$ cat config.mk
export PLATFORM = sky130hd
export DESIGN_NAME = timed_event_scheduler_core
export DESIGN_NICKNAME = d
export VERILOG_FILES = /design/src/design/tes_pkg.sv /design/src/design/tes_ctrl.sv /design/src/design/tes_datapath.sv /design/src/design/timed_event_scheduler_core.sv
export SDC_FILE = /design/constraint.sdc
export NUM_CORES = 2
export LEC_CHECK = 0
export ABC_AREA = 1
export BUFFER_PORTS_ARGS = -buffer_cell sky130_fd_sc_hd__buf_2
export CAP_MARGIN = 10
export CORE_MARGIN = 2
export CORE_UTILIZATION = 40
export CTS_CLUSTER_DIAMETER = 100
export DETAILED_ROUTE_END_ITERATION = 8
export PLACE_DENSITY = 0.55
export SYNTH_ARGS = -nofsm -noshare
export SYNTH_HDL_FRONTEND = slang
export SYNTH_SLANG_ARGS = --single-unit
$ cat constraint.sdc
create_clock -name i_clk -period 9.9 [get_ports i_clk]
set_input_delay 1.485 -clock i_clk [delete_from_list [all_inputs] [get_ports i_clk]]
set_output_delay 1.485 -clock i_clk [all_outputs]
set_load 0.01 [all_outputs]
$ cat src/design/tes_pkg.sv
// Shared types and constants of the timed event scheduler.
package tes_pkg;

    // Field widths
    localparam int CMD_W      = 2;
    localparam int TIME_W     = 48;
    localparam int NOW_W      = 48;
    localparam int NOZ_W      = 8;
    localparam int LEAD_W     = 16;

    // Threshold width: (now + lead) times 1000, below 1024 times the sum
    localparam int SUM_W      = NOW_W + 1;
    localparam int THR_W      = SUM_W + 10;

    // Configuration port
    localparam int CFG_IDX_W  = 1;
    localparam int CFG_DATA_W = 16;
    localparam logic [CFG_IDX_W-1:0] REG_NOZZLE_ID = 1'b0;
    localparam logic [CFG_IDX_W-1:0] REG_FIRE_LEAD = 1'b1;

    // Register reset values
    localparam logic [NOZ_W-1:0]  NOZZLE_RESET = '0;
    localparam logic [LEAD_W-1:0] LEAD_RESET   = 16'd10;

    // Default table size
    localparam int DEF_TABLE_DEPTH = 16;

    // Item commands
    typedef enum logic [CMD_W-1:0] {
        CMD_INSERT = 2'd0,
        CMD_REMOVE = 2'd1,
        CMD_TICK   = 2'd2
    } t_cmd;

    // Controller to datapath commands
    typedef struct packed {
        logic load;      // latch a new item, clear scan results
        logic clr_wr;    // clear one table entry at the address
        logic rd_en;     // read one table entry at the address
        logic commit;    // apply the item to the table, form the result
        logic out_load;  // move the result into the output register
    } t_dp_cmd;

endpackage

$ cat src/design/tes_ctrl.sv
// Controller of the timed event scheduler: clear pass, table walk, commit, hand-off.
module tes_ctrl #(
    parameter int TABLE_DEPTH = tes_pkg::DEF_TABLE_DEPTH
) (
    input  logic                             i_clk,
    input  logic                             i_rst_n,
    input  logic                             i_in_valid,
    input  logic                             i_out_stall,
    output logic                             o_in_stall,
    output logic                             o_out_valid,
    output tes_pkg::t_dp_cmd                 o_cmd_bus,
    output logic [$clog2(TABLE_DEPTH)-1:0]   o_addr
);
    import tes_pkg::*;

    localparam int ADDR_W = $clog2(TABLE_DEPTH);

    typedef enum logic [2:0] {
        ST_CLEAR,
        ST_IDLE,
        ST_SCAN,
        ST_DRAIN,
        ST_COMMIT,
        ST_FINISH
    } t_state;

    t_state              r_state, n_state;
    logic [ADDR_W-1:0]   r_addr, n_addr;
    logic                r_out_valid, n_out_valid;
    t_dp_cmd             w_cmd;
    logic                w_last;
    logic                w_out_free;

    assign w_last     = (r_addr == ADDR_W'(TABLE_DEPTH - 1));
    assign w_out_free = !r_out_valid || !i_out_stall;

    // Sequence the clear pass and the per-item walk
    always_comb begin
        n_state     = r_state;
        n_addr      = r_addr;
        n_out_valid = r_out_valid && i_out_stall;
        w_cmd       = '0;
        case (r_state)
            ST_CLEAR: begin
                w_cmd.clr_wr = 1'b1;
                if (w_last) begin
                    n_addr  = '0;
                    n_state = ST_IDLE;
                end else begin
                    n_addr = r_addr + 1'b1;
                end
            end
            ST_IDLE: begin
                if (i_in_valid) begin
                    w_cmd.load = 1'b1;
                    n_addr     = '0;
                    n_state    = ST_SCAN;
                end
            end
            ST_SCAN: begin
                w_cmd.rd_en = 1'b1;
                if (w_last) begin
                    n_addr  = '0;
                    n_state = ST_DRAIN;
                end else begin
                    n_addr = r_addr + 1'b1;
                end
            end
            ST_DRAIN: begin
                n_state = ST_COMMIT;
            end
            ST_COMMIT: begin
                w_cmd.commit = 1'b1;
                n_state      = ST_FINISH;
            end
            ST_FINISH: begin
                if (w_out_free) begin
                    w_cmd.out_load = 1'b1;
                    n_out_valid    = 1'b1;
                    n_state        = ST_IDLE;
                end
            end
            default: begin
                n_state = ST_CLEAR;
                n_addr  = '0;
            end
        endcase
    end

    // Hold state, walk address and output valid
    always_ff @(posedge i_clk) begin
        if (!i_rst_n) begin
            r_state     <= ST_CLEAR;
            r_addr      <= '0;
            r_out_valid <= 1'b0;
        end else begin
            r_state     <= n_state;
            r_addr      <= n_addr;
            r_out_valid <= n_out_valid;
        end
    end

    assign o_in_stall  = (r_state != ST_IDLE);
    assign o_out_valid = r_out_valid;
    assign o_cmd_bus   = w_cmd;
    assign o_addr      = r_addr;

endmodule

$ cat src/design/tes_datapath.sv
// Datapath of the timed event scheduler: event table, scan compare, commit and result.
module tes_datapath #(
    parameter int TABLE_DEPTH = tes_pkg::DEF_TABLE_DEPTH
) (
    input  logic                             i_clk,
    input  logic                             i_rst_n,
    input  tes_pkg::t_dp_cmd                 i_cmd_bus,
    input  logic [$clog2(TABLE_DEPTH)-1:0]   i_addr,
    input  logic                             i_cfg_we,
    input  logic [tes_pkg::CFG_IDX_W-1:0]    i_cfg_index,
    input  logic [tes_pkg::CFG_DATA_W-1:0]   i_cfg_data,
    input  logic [tes_pkg::CMD_W-1:0]        i_cmd,
    input  logic [tes_pkg::TIME_W-1:0]       i_event_time_us,
    input  logic                             i_action_on,
    input  logic [tes_pkg::NOW_W-1:0]        i_now_ms,
    output logic                             o_fired,
    output logic [tes_pkg::NOZ_W-1:0]        o_fired_nozzle,
    output logic                             o_fired_action,
    output logic                             o_status
);
    import tes_pkg::*;

    localparam int ADDR_W = $clog2(TABLE_DEPTH);
    localparam int CNT_W  = $clog2(TABLE_DEPTH + 1);

    typedef struct packed {
        logic              valid;
        logic              act;
        logic [TIME_W-1:0] key;
    } t_entry;

    // Event table
    t_entry              r_mem [TABLE_DEPTH];
    t_entry              r_rd_word;
    logic                r_rd_vld;
    logic [ADDR_W-1:0]   r_rd_idx;

    // Latched item
    logic [CMD_W-1:0]    r_op;
    logic [TIME_W-1:0]   r_key;
    logic                r_act;
    logic [SUM_W-1:0]    r_sum;
    logic [THR_W-1:0]    r_thresh;

    // Configuration
    logic [NOZ_W-1:0]    r_nozzle;
    logic [LEAD_W-1:0]   r_lead;

    // Occupancy
    logic [CNT_W-1:0]    r_count, n_count;

    // Scan results
    logic                r_match_hit;
    logic [ADDR_W-1:0]   r_match_idx;
    logic                r_free_hit;
    logic [ADDR_W-1:0]   r_free_idx;
    logic                r_best_hit;
    logic [ADDR_W-1:0]   r_best_idx;
    logic [TIME_W-1:0]   r_best_time;
    logic                r_best_act;

    // Result and output registers
    logic                r_res_fired, n_res_fired;
    logic                r_res_act, n_res_act;
    logic                r_res_status, n_res_status;
    logic                r_out_fired;
    logic [NOZ_W-1:0]    r_out_nozzle;
    logic                r_out_act;
    logic                r_out_status;

    // Table write port
    logic                w_we;
    logic [ADDR_W-1:0]   w_waddr;
    t_entry              w_wdata;

    // Write configuration registers
    always_ff @(posedge i_clk) begin
        if (!i_rst_n) begin
            r_nozzle <= NOZZLE_RESET;
            r_lead   <= LEAD_RESET;
        end else if (i_cfg_we) begin
            case (i_cfg_index)
                REG_NOZZLE_ID: r_nozzle <= i_cfg_data[NOZ_W-1:0];
                REG_FIRE_LEAD: r_lead   <= i_cfg_data[LEAD_W-1:0];
                default: ;
            endcase
        end
    end

    // Latch the item; key/1000 < now + lead holds exactly when key < (now + lead) * 1000
    always_ff @(posedge i_clk) begin
        if (i_cmd_bus.load) begin
            r_op  <= i_cmd;
            r_key <= i_event_time_us;
            r_act <= i_action_on;
            r_sum <= {1'b0, i_now_ms} + SUM_W'(r_lead);
        end
        // times 1000 as 1024 - 16 - 8
        r_thresh <= (THR_W'(r_sum) << 10) - (THR_W'(r_sum) << 4) - (THR_W'(r_sum) << 3);
    end

    // Read one entry per cycle during the walk
    always_ff @(posedge i_clk) begin
        if (i_cmd_bus.rd_en) begin
            r_rd_word <= r_mem[i_addr];
            r_rd_idx  <= i_addr;
        end
    end

    always_ff @(posedge i_clk) begin
        if (!i_rst_n) begin
            r_rd_vld <= 1'b0;
        end else begin
            r_rd_vld <= i_cmd_bus.rd_en;
        end
    end

    // Track first key match, first free slot and earliest valid entry
    always_ff @(posedge i_clk) begin
        if (i_cmd_bus.load) begin
            r_match_hit <= 1'b0;
            r_free_hit  <= 1'b0;
            r_best_hit  <= 1'b0;
        end else if (r_rd_vld) begin
            if (!r_match_hit && r_rd_word.valid && r_rd_word.key == r_key) begin
                r_match_hit <= 1'b1;
                r_match_idx <= r_rd_idx;
            end
            if (!r_free_hit && !r_rd_word.valid) begin
                r_free_hit <= 1'b1;
                r_free_idx <= r_rd_idx;
            end
            if (r_rd_word.valid && (!r_best_hit || r_rd_word.key < r_best_time)) begin
                r_best_hit  <= 1'b1;
                r_best_idx  <= r_rd_idx;
                r_best_time <= r_rd_word.key;
                r_best_act  <= r_rd_word.act;
            end
        end
    end

    // Decide the table update and the result
    always_comb begin
        w_we         = 1'b0;
        w_waddr      = i_addr;
        w_wdata      = '0;
        n_count      = r_count;
        n_res_fired  = r_res_fired;
        n_res_act    = r_res_act;
        n_res_status = r_res_status;
        if (i_cmd_bus.clr_wr) begin
            w_we = 1'b1;
        end else if (i_cmd_bus.commit) begin
            n_res_fired  = 1'b0;
            n_res_act    = 1'b0;
            n_res_status = 1'b0;
            case (r_op)
                CMD_INSERT: begin
                    if (r_match_hit) begin
                        // replace the action of an existing key
                        w_we    = 1'b1;
                        w_waddr = r_match_idx;
                        w_wdata = '{valid: 1'b1, act: r_act, key: r_key};
                    end else if (r_count == CNT_W'(TABLE_DEPTH) || !r_free_hit) begin
                        // drop the item, table full
                        n_res_status = 1'b1;
                    end else begin
                        w_we    = 1'b1;
                        w_waddr = r_free_idx;
                        w_wdata = '{valid: 1'b1, act: r_act, key: r_key};
                        n_count = r_count + 1'b1;
                    end
                end
                CMD_REMOVE: begin
                    if (r_match_hit) begin
                        w_we    = 1'b1;
                        w_waddr = r_match_idx;
                        w_wdata = '{valid: 1'b0, act: 1'b0, key: r_key};
                        if (r_count != '0) begin
                            n_count = r_count - 1'b1;
                        end
                    end
                end
                CMD_TICK: begin
                    if (r_best_hit && THR_W'(r_best_time) < r_thresh) begin
                        n_res_fired = 1'b1;
                        n_res_act   = r_best_act;
                        w_we        = 1'b1;
                        w_waddr     = r_best_idx;
                        w_wdata     = '{valid: 1'b0, act: r_best_act, key: r_best_time};
                        if (r_count != '0) begin
                            n_count = r_count - 1'b1;
                        end
                    end
                end
                default: ;
            endcase
        end
    end

    // Write the table
    always_ff @(posedge i_clk) begin
        if (w_we) begin
            r_mem[w_waddr] <= w_wdata;
        end
    end

    // Hold occupancy
    always_ff @(posedge i_clk) begin
        if (!i_rst_n) begin
            r_count <= '0;
        end else begin
            r_count <= n_count;
        end
    end

    // Hold the result until the output register is free
    always_ff @(posedge i_clk) begin
        r_res_fired  <= n_res_fired;
        r_res_act    <= n_res_act;
        r_res_status <= n_res_status;
        if (i_cmd_bus.out_load) begin
            r_out_fired  <= r_res_fired;
            r_out_nozzle <= r_res_fired ? r_nozzle : '0;
            r_out_act    <= r_res_act;
            r_out_status <= r_res_status;
        end
    end

    assign o_fired        = r_out_fired;
    assign o_fired_nozzle = r_out_nozzle;
    assign o_fired_action = r_out_act;
    assign o_status       = r_out_status;

endmodule

$ cat src/design/timed_event_scheduler_core.sv
// Top level of the timed event scheduler: controller, datapath and checks.
// Each result reaches the output register after a walk over the event table: one read
// per cycle over every slot, a drain step, then commit and a hand-off that waits while
// the output register is held. A new item is taken only after the hand-off; an item is taken while an earlier
// result still waits in the output register. After reset a clearing pass
// empties the table while input is stalled; config writes go on.
module timed_event_scheduler_core #(
    parameter int TABLE_DEPTH = tes_pkg::DEF_TABLE_DEPTH
) (
    input  logic                             i_clk,
    input  logic                             i_rst_n,
    input  logic                             i_in_valid,
    output logic                             o_in_stall,
    input  logic [tes_pkg::CMD_W-1:0]        i_cmd,
    input  logic [tes_pkg::TIME_W-1:0]       i_event_time_us,
    input  logic                             i_action_on,
    input  logic [tes_pkg::NOW_W-1:0]        i_now_ms,
    output logic                             o_out_valid,
    input  logic                             i_out_stall,
    output logic                             o_fired,
    output logic [tes_pkg::NOZ_W-1:0]        o_fired_nozzle,
    output logic                             o_fired_action,
    output logic                             o_status,
    input  logic                             i_cfg_valid,
    output logic                             o_cfg_ready,
    input  logic [tes_pkg::CFG_IDX_W-1:0]    i_cfg_index,
    input  logic [tes_pkg::CFG_DATA_W-1:0]   i_cfg_data
);
    import tes_pkg::*;

    localparam int ADDR_W = $clog2(TABLE_DEPTH);

    t_dp_cmd            w_cmd_bus;
    logic [ADDR_W-1:0]  w_addr;
    logic               w_cfg_we;

    // Registers are always writable
    assign o_cfg_ready = 1'b1;
    assign w_cfg_we    = i_cfg_valid && o_cfg_ready;

    tes_ctrl #(
        .TABLE_DEPTH (TABLE_DEPTH)
    ) u_ctrl (
        .i_clk       (i_clk),
        .i_rst_n     (i_rst_n),
        .i_in_valid  (i_in_valid),
        .i_out_stall (i_out_stall),
        .o_in_stall  (o_in_stall),
        .o_out_valid (o_out_valid),
        .o_cmd_bus   (w_cmd_bus),
        .o_addr      (w_addr)
    );

    tes_datapath #(
        .TABLE_DEPTH (TABLE_DEPTH)
    ) u_datapath (
        .i_clk           (i_clk),
        .i_rst_n         (i_rst_n),
        .i_cmd_bus       (w_cmd_bus),
        .i_addr          (w_addr),
        .i_cfg_we        (w_cfg_we),
        .i_cfg_index     (i_cfg_index),
        .i_cfg_data      (i_cfg_data),
        .i_cmd           (i_cmd),
        .i_event_time_us (i_event_time_us),
        .i_action_on     (i_action_on),
        .i_now_ms        (i_now_ms),
        .o_fired         (o_fired),
        .o_fired_nozzle  (o_fired_nozzle),
        .o_fired_action  (o_fired_action),
        .o_status        (o_status)
    );

    // Reset starts the clearing pass with input stalled
    a_reset_stall: assert property (@(posedge i_clk)
        !i_rst_n |=> o_in_stall)
        else $error("input not stalled after reset");

    // One item at a time: acceptance closes the input
    a_accept_stall: assert property (@(posedge i_clk) disable iff (!i_rst_n)
        (i_in_valid && !o_in_stall) |=> o_in_stall)
        else $error("input open right after an accepted item");

    // Datapath commands never overlap
    a_cmd_onehot: assert property (@(posedge i_clk) disable iff (!i_rst_n)
        $onehot0({w_cmd_bus.load, w_cmd_bus.clr_wr, w_cmd_bus.rd_en,
                  w_cmd_bus.commit, w_cmd_bus.out_load}))
        else $error("overlapping datapath commands");

    // A result appears only through a result load
    a_out_load: assert property (@(posedge i_clk) disable iff (!i_rst_n)
        $rose(o_out_valid) |-> $past(w_cmd_bus.out_load))
        else $error("output valid without result load");

endmodule

## Word level (Yosys, flattened, before mapping)

Memory sizes are Yosys's and may differ from the RTL's. A register that Yosys moved wholly into a read port is not among the register bits.
Index checks and enable logic that the tools add are counted.

- Output and inout port bits: 14
- Bits in read-only memories: 0
- Input port bits: 121
- Memory bits (writable): 800
- Memories: 1
- Latch bits: 0
- Register bits after elaboration: 279
- Word-level logic and storage cells: 143

Memories:

| name | depth | width | read ports | clocked after Yosys merged registers in | write ports | line | RTL |
|---|---|---|---|---|---|---|---|
| u_datapath.r_mem | 16 | 50 | 1 | 1 | 1 | tes_datapath.sv:33 | `t_entry r_mem [TABLE_DEPTH];` |

- Magnitude comparators: 2
- Div/mod/pow operators: 0
- Multipliers: 0
- Shifts and indexed selects: 0
- Add/sub/neg operators: 6
- Multiplexer cells: 47
- Bitwise gates (word level): 5
- Equal/unequal tests: 19
- Reduce and logical (&&, ||, !) cells: 35

Operators with widths:

| kind | number |
|---|---|
| 50-bit 2-to-1 mux | 4 |
| 50-bit case mux with 3 select lines | 1 |
| 48-bit by 59-bit < comparator with 1-bit output | 1 |
| 59-bit by 52-bit subtractor with 59-bit output | 1 |
| 59-bit by 53-bit subtractor with 59-bit output | 1 |
| 48-bit by 16-bit adder with 49-bit output | 1 |
| 49-bit 2-to-1 mux | 1 |
| 48-bit == test | 1 |
| 48-bit < comparator | 1 |
| 48-bit 2-to-1 mux | 1 |
| 4-bit 2-to-1 mux | 8 |
| 5-bit 2-to-1 mux | 5 |
| 4-bit case mux with 3 select lines | 2 |
| 1-bit 2-to-1 mux | 18 |
| 3-bit case mux with 6 select lines | 1 |
| 2-bit AND reduction | 8 |
| 5-bit case mux with 3 select lines | 1 |
| 3-bit 2-to-1 mux | 4 |
| 2-bit by 1-bit inequality test with 1-bit output, second input constant | 5 |
| 3-bit AND reduction | 3 |
| 7-bit AND reduction | 1 |
| 3-bit by 2-bit == test with 1-bit output, second input constant | 2 |
| 3-bit == test, second input constant | 2 |
| 1-bit logical AND | 6 |
| other kinds (21) | 35 |

## Logic depth before layout (Yosys ltp)

- Word-level depth: 9
- Mapped depth: 20
- Gate-level depth less buffers: 20

## Modules after synthesis

A second synthesis with hierarchy kept.

- Cells, all modules: 4544
- Area total of the unflattened synthesis: 51514.4 µm²

By module, submodules not included:

| module | seq. area each (µm²) | area an instance (µm²) | cells each | times used |
|---|---|---|---|---|
| tes_datapath | 32681.3 | 51084.0 | 4478 | 1 |
| tes_ctrl | 160.2 | 419.2 | 64 | 1 |
| timed_event_scheduler_core | 0.0 | 11.3 | 2 | 1 |

## Least setup slack after synthesis

No wires, ideal clock.

- Path kind: input port to flip-flop
- Start: in i_in_valid
- End: reg u_datapath.r_free_idx[0] (enable)
- Stages on the path: 3
- Slack: 2995 ps
- Arrival: 6357 ps
- Cells stage by stage: inv_1 nor2_1 nor3_1

RTL lines:

| what | line | RTL |
|---|---|---|
| from (decl) | timed_event_scheduler_core.sv:12 | `input logic i_in_valid,` |
| to (signal assigned) | tes_datapath.sv:131 | `r_free_idx <= r_rd_idx;` |
| to (decl) | tes_datapath.sv:56 | `logic [ADDR_W-1:0] r_free_idx;` |

## Worst setup path in the final report

- Start: reg u_ctrl.r_addr[1] (netlist: u_ctrl.o_addr[1])
- End: mem u_datapath.r_mem[7][19] in the netlist's numbering (enable)

- Word-level cells in the longest chain between the ends: 5
- Elaborated cells between the ends (all ways): 7
- Classes of those cells: mux: 7

Ends and longest elaborated chain:

| what | line | RTL |
|---|---|---|
| from (decl) | tes_ctrl.sv:28 | `logic [ADDR_W-1:0] r_addr, n_addr;` |
| from (signal assigned) | tes_ctrl.sv:98 | `r_addr <= n_addr;` |
| 4-bit 2-to-1 mux | tes_datapath.sv:164 | `end else if (r_count == CNT_W'(TABLE_DEPTH) \|\| !r_free_hit) begin` |
| 4-bit 2-to-1 mux | tes_datapath.sv:159 | `if (r_match_hit) begin` |
| 4-bit case mux with 3 select lines | tes_datapath.sv:157 | `case (r_op)` |
| 4-bit 2-to-1 mux | tes_datapath.sv:153 | `end else if (i_cmd_bus.commit) begin` |
| 4-bit 2-to-1 mux * | tes_datapath.sv:151 | `if (i_cmd_bus.clr_wr) begin` |
| to (decl) | tes_datapath.sv:33 |  |

Every way passes the cells marked *; elsewhere a longest branch is shown, timed or not.

==> results.py <==
metrics = {
    "status": {
        "outcome": "completed",
    },
    "synthesis": {
        "ys_ff_latch": 1126,
        "synthAdderAreaFrac_pct": 6.13,
        "synth_xor_area_share_pct": 2.57,
        "async_reset_ff_share_pct": 0,
        "yosys.area_share.simple_pct": 11.0,
        "syn_nets": 4713,
        "synth_compound_area_share_pct": 11.5,
        "synthMuxAreaShare_pct": 0,
        "synthCells": 4370,
        "ys_warn_count": 0,
        "synth_area_per_cell_sq_um": 11.6,
        "seq_area_frac_synth_pct": 64.8,
        "synth_area_sq_um": 50700,
        "synth_edf_count": 1029,
        "synth_cell_types": 59,
        "yosys_most_used_dff": "edfxtp_1",
        "synth_top_family_by_area": "compound AO/OA/AOI/OAI gates",
    },
    "floorplanning": {
        "chipWidth_um": 360,
        "fp.dieH_um": 360,
        "row_count": 130,
        "ioPinCount": 135,
        "dieArea_sq_um": 130000,
        "core_area_sq_um": 126000,
        "initial_core_util_pct": 40.3,
    },
    "drt": {
        "drt-initial-drc-count": 3569,
        "routedWlPerCell_um": 23.0,
        "first_pass_iters": 5,
        "drcViolationCount": 0,
        "via_count": 34000,
        "via_per_inst": 5.45,
        "final_antenna_net_count": 0,
        "wirelength_mm": 144,
    },
    "worst_setup_path": {
        "path_class": "reg2reg",
        "cp_max_fo": 84,
        "crit_path_start_kind": "flop",
        "r2r_cells": 8,
        "crit_required_ns": 10.25,
        "cp-end-kind": "flop",
        "crit_arrival_ns": 5.11,
    },
    "grt": {
        "grt_util_all_layers_pct": 21.9,
        "grt_max_degree": 151,
        "grt_pass1_vias": 32700,
        "antenna_found_initial": 7,
        "grt_pass1_wl_mm": 214,
        "grt_overflow": 0,
    },
    "timing": {
        "period_share_pct": 48.1,
        "fmax_mhz": 210,
        "setup-tns-final_ns": 0,
        "rsz0062_at_grt": "no",
        "final-max-slew-violation-count": 0,
        "fin_skew_ns": 0.0291,
        "layout_min_cycle_time_ns": 4.76,
        "slew_headroom_pct": 18.0,
        "hold_viol": 0,
        "tightestPinTransition_ns": 1.22,
        "setup_viol": 0,
    },
    "placement": {
        "numPortBuffers": 133,
        "gp_congestion": 0.934,
        "dp.final_hpwl_mm": 90.9,
        "placedCellCount": 6018,
    },
    "cells_and_area": {
        "drive_gt1_share_pct": 9.82,
        "mostFrequentLayoutCell": "edfxtp_1",
        "area_growth_pct": 12.8,
        "nNetsFinal": 4833,
        "final_cell_mix": "1029 x edfxtp_1, 680 x nor2_1, 479 x o21ai_0",
        "fin_cells": 6244,
        "nFillCells": 11500,
    },
    "clock_network": {
        "htreeDepth": 3,
        "hold_buffers": 0,
        "clkTransAtPathRegs_ns": 0.06,
        "cts_tree": "yes",
        "cts_buffers": 118,
        "root_buffer": "clkbuf_16",
        "insertion_delay_ns": 0.74,
        "clockBufferDepth": 3,
        "numClockSinks": 1126,
        "post_cts_resized": 0,
        "cts_setup_buffers": 0,
    },
    "min_path": {
        "min_path_type": "reg2reg",
        "whs_path_depth": 0,
    },
    "pwr": {
        "p_total_mw": 10.4,
        "power_density_nw_per_um2": 183,
        "leakagePower_nw": 21.7,
        "peakVddDrop_uv": 146,
    },
    "flow_run": {
        "drv_cap": 0,
    },
}
-- path summary, 6_finish.rpt --
check | to | startpoint | slack (ns)
min | u_datapath.r_best_act | u_datapath.r_rd_word[48] | 0.42
min reg2reg | u_datapath.r_best_act | u_datapath.r_rd_word[48] | 0.42
max reg2reg | u_datapath.r_mem[7][19] | u_ctrl.o_addr[1] | 5.14
max | u_datapath.r_mem[7][19] | u_ctrl.o_addr[1] | 5.14
-- cell families (layout without fill, tap and decap cells) --
group           Yosys count  count (layout)
fa+ha+maj               222             222
flops                  1126            1126
xor+xnor                147             147
compound gates          992             992
other cells               1               3
buf+inv                 530             752
simple gates           1352            1352
-- flip-flops by register name, indices dropped and copies added (netlist names), 3 cells and up --
| name | flops |
|---|---|
| u_ctrl.o_addr | 4 |
| u_datapath.o_fired_nozzle | 8 |
| u_datapath.r_best_idx | 4 |
| u_datapath.r_best_time | 48 |
| u_datapath.r_rd_word | 50 |
| u_ctrl.r_state | 3 |
| u_datapath.r_count | 5 |
| u_datapath.r_match_idx | 4 |
| u_datapath.r_sum | 49 |
| u_datapath.r_rd_idx | 4 |
| u_datapath.r_thresh | 56 |
| u_datapath.r_key | 48 |
| u_datapath.r_nozzle | 8 |
| u_datapath.r_mem | 800 |
| u_datapath.r_lead | 16 |
| u_datapath.r_free_idx | 4 |
-- cells in the mapped netlist, types with 10 or more instances --
cell type  instances  area share (%)
edfxtp_1        1029              61
nor2_1           700             5.2
o21ai_0          479             4.7
nand2_1          415             3.1
inv_1            319             2.4
ha_1             178             4.4
clkbuf_1         161             1.2
nand3_1          135             1.3
a21oi_1          134             1.3
o22ai_1          125             1.5
dfxtp_1           97             3.8
xor2_1            91             1.6
o221ai_1          82             1.4
xnor2_1           54            0.93
a22oi_1           49            0.73
fa_1              44             1.7
o211ai_1          31            0.46
nand4_1           30            0.37
nor3_1            24            0.24
inv_2             23            0.17
a31oi_1           21            0.26
nor4_1            17            0.21
o21ai_1           17            0.17
a21o_1            12            0.18
buf_2             10           0.099
-- layout make-up --
cell class / instances / area, sq um / share of cell area [%]
antenna: 2 / 5.00 / 0.00876
tap: 1650 / 2060 / 3.61
sequential: 1126 / 32900 / 57.5
inverter: 347 / 1320 / 2.30
clock buffer: 141 / 3090 / 5.41
timing repair buffer: 183 / 1050 / 1.84
clock inverter: 81 / 786 / 1.37
multi-input combinational: 2714 / 16000 / 28.0
-- metal layers --
metal	wire, um	track usage [%]	up-vias
met5	0	0	-
met4	3090	5.73	0
met3	9350	2.81	179
met2	65800	34.7	1121
met1	65400	31.8	16800
li1	-	-	15900
-- per-stage QoR --
step           setup WS [ns]  cell area (sq um)  hold slack (ns)  utilization, %
6_report                5.14              57200            0.423            45.5
2_1_floorplan           3.00              50700            0.400               -
3_5_place_dp            5.15              53300            0.406            42.4
4_1_cts                 5.15              57100            0.421            45.4
5_1_grt                 4.89              57100            0.435            45.5
3_3_place_gp            5.16              53300            0.405            42.4
-- report_power, final --
group	leakage (nW)	internal [mW]	switching (mW)
clock	1.90	2.54	1.91
combinational	8.43	0.203	0.494
sequential	11.3	5.24	0.0391
-- worst max-delay path, stage by stage (launching register included) --
cell,delay (ns)
dfxtp_4,0.99
buf_4,0.81
nand3_1,0.14
nand2_1,0.12
nor2_1,0.04
nor2_1,0.12
nand3_1,0.31
nor2_4,0.96
buf_4,0.69
No activity file was read; power rests on OpenSTA's default activity.
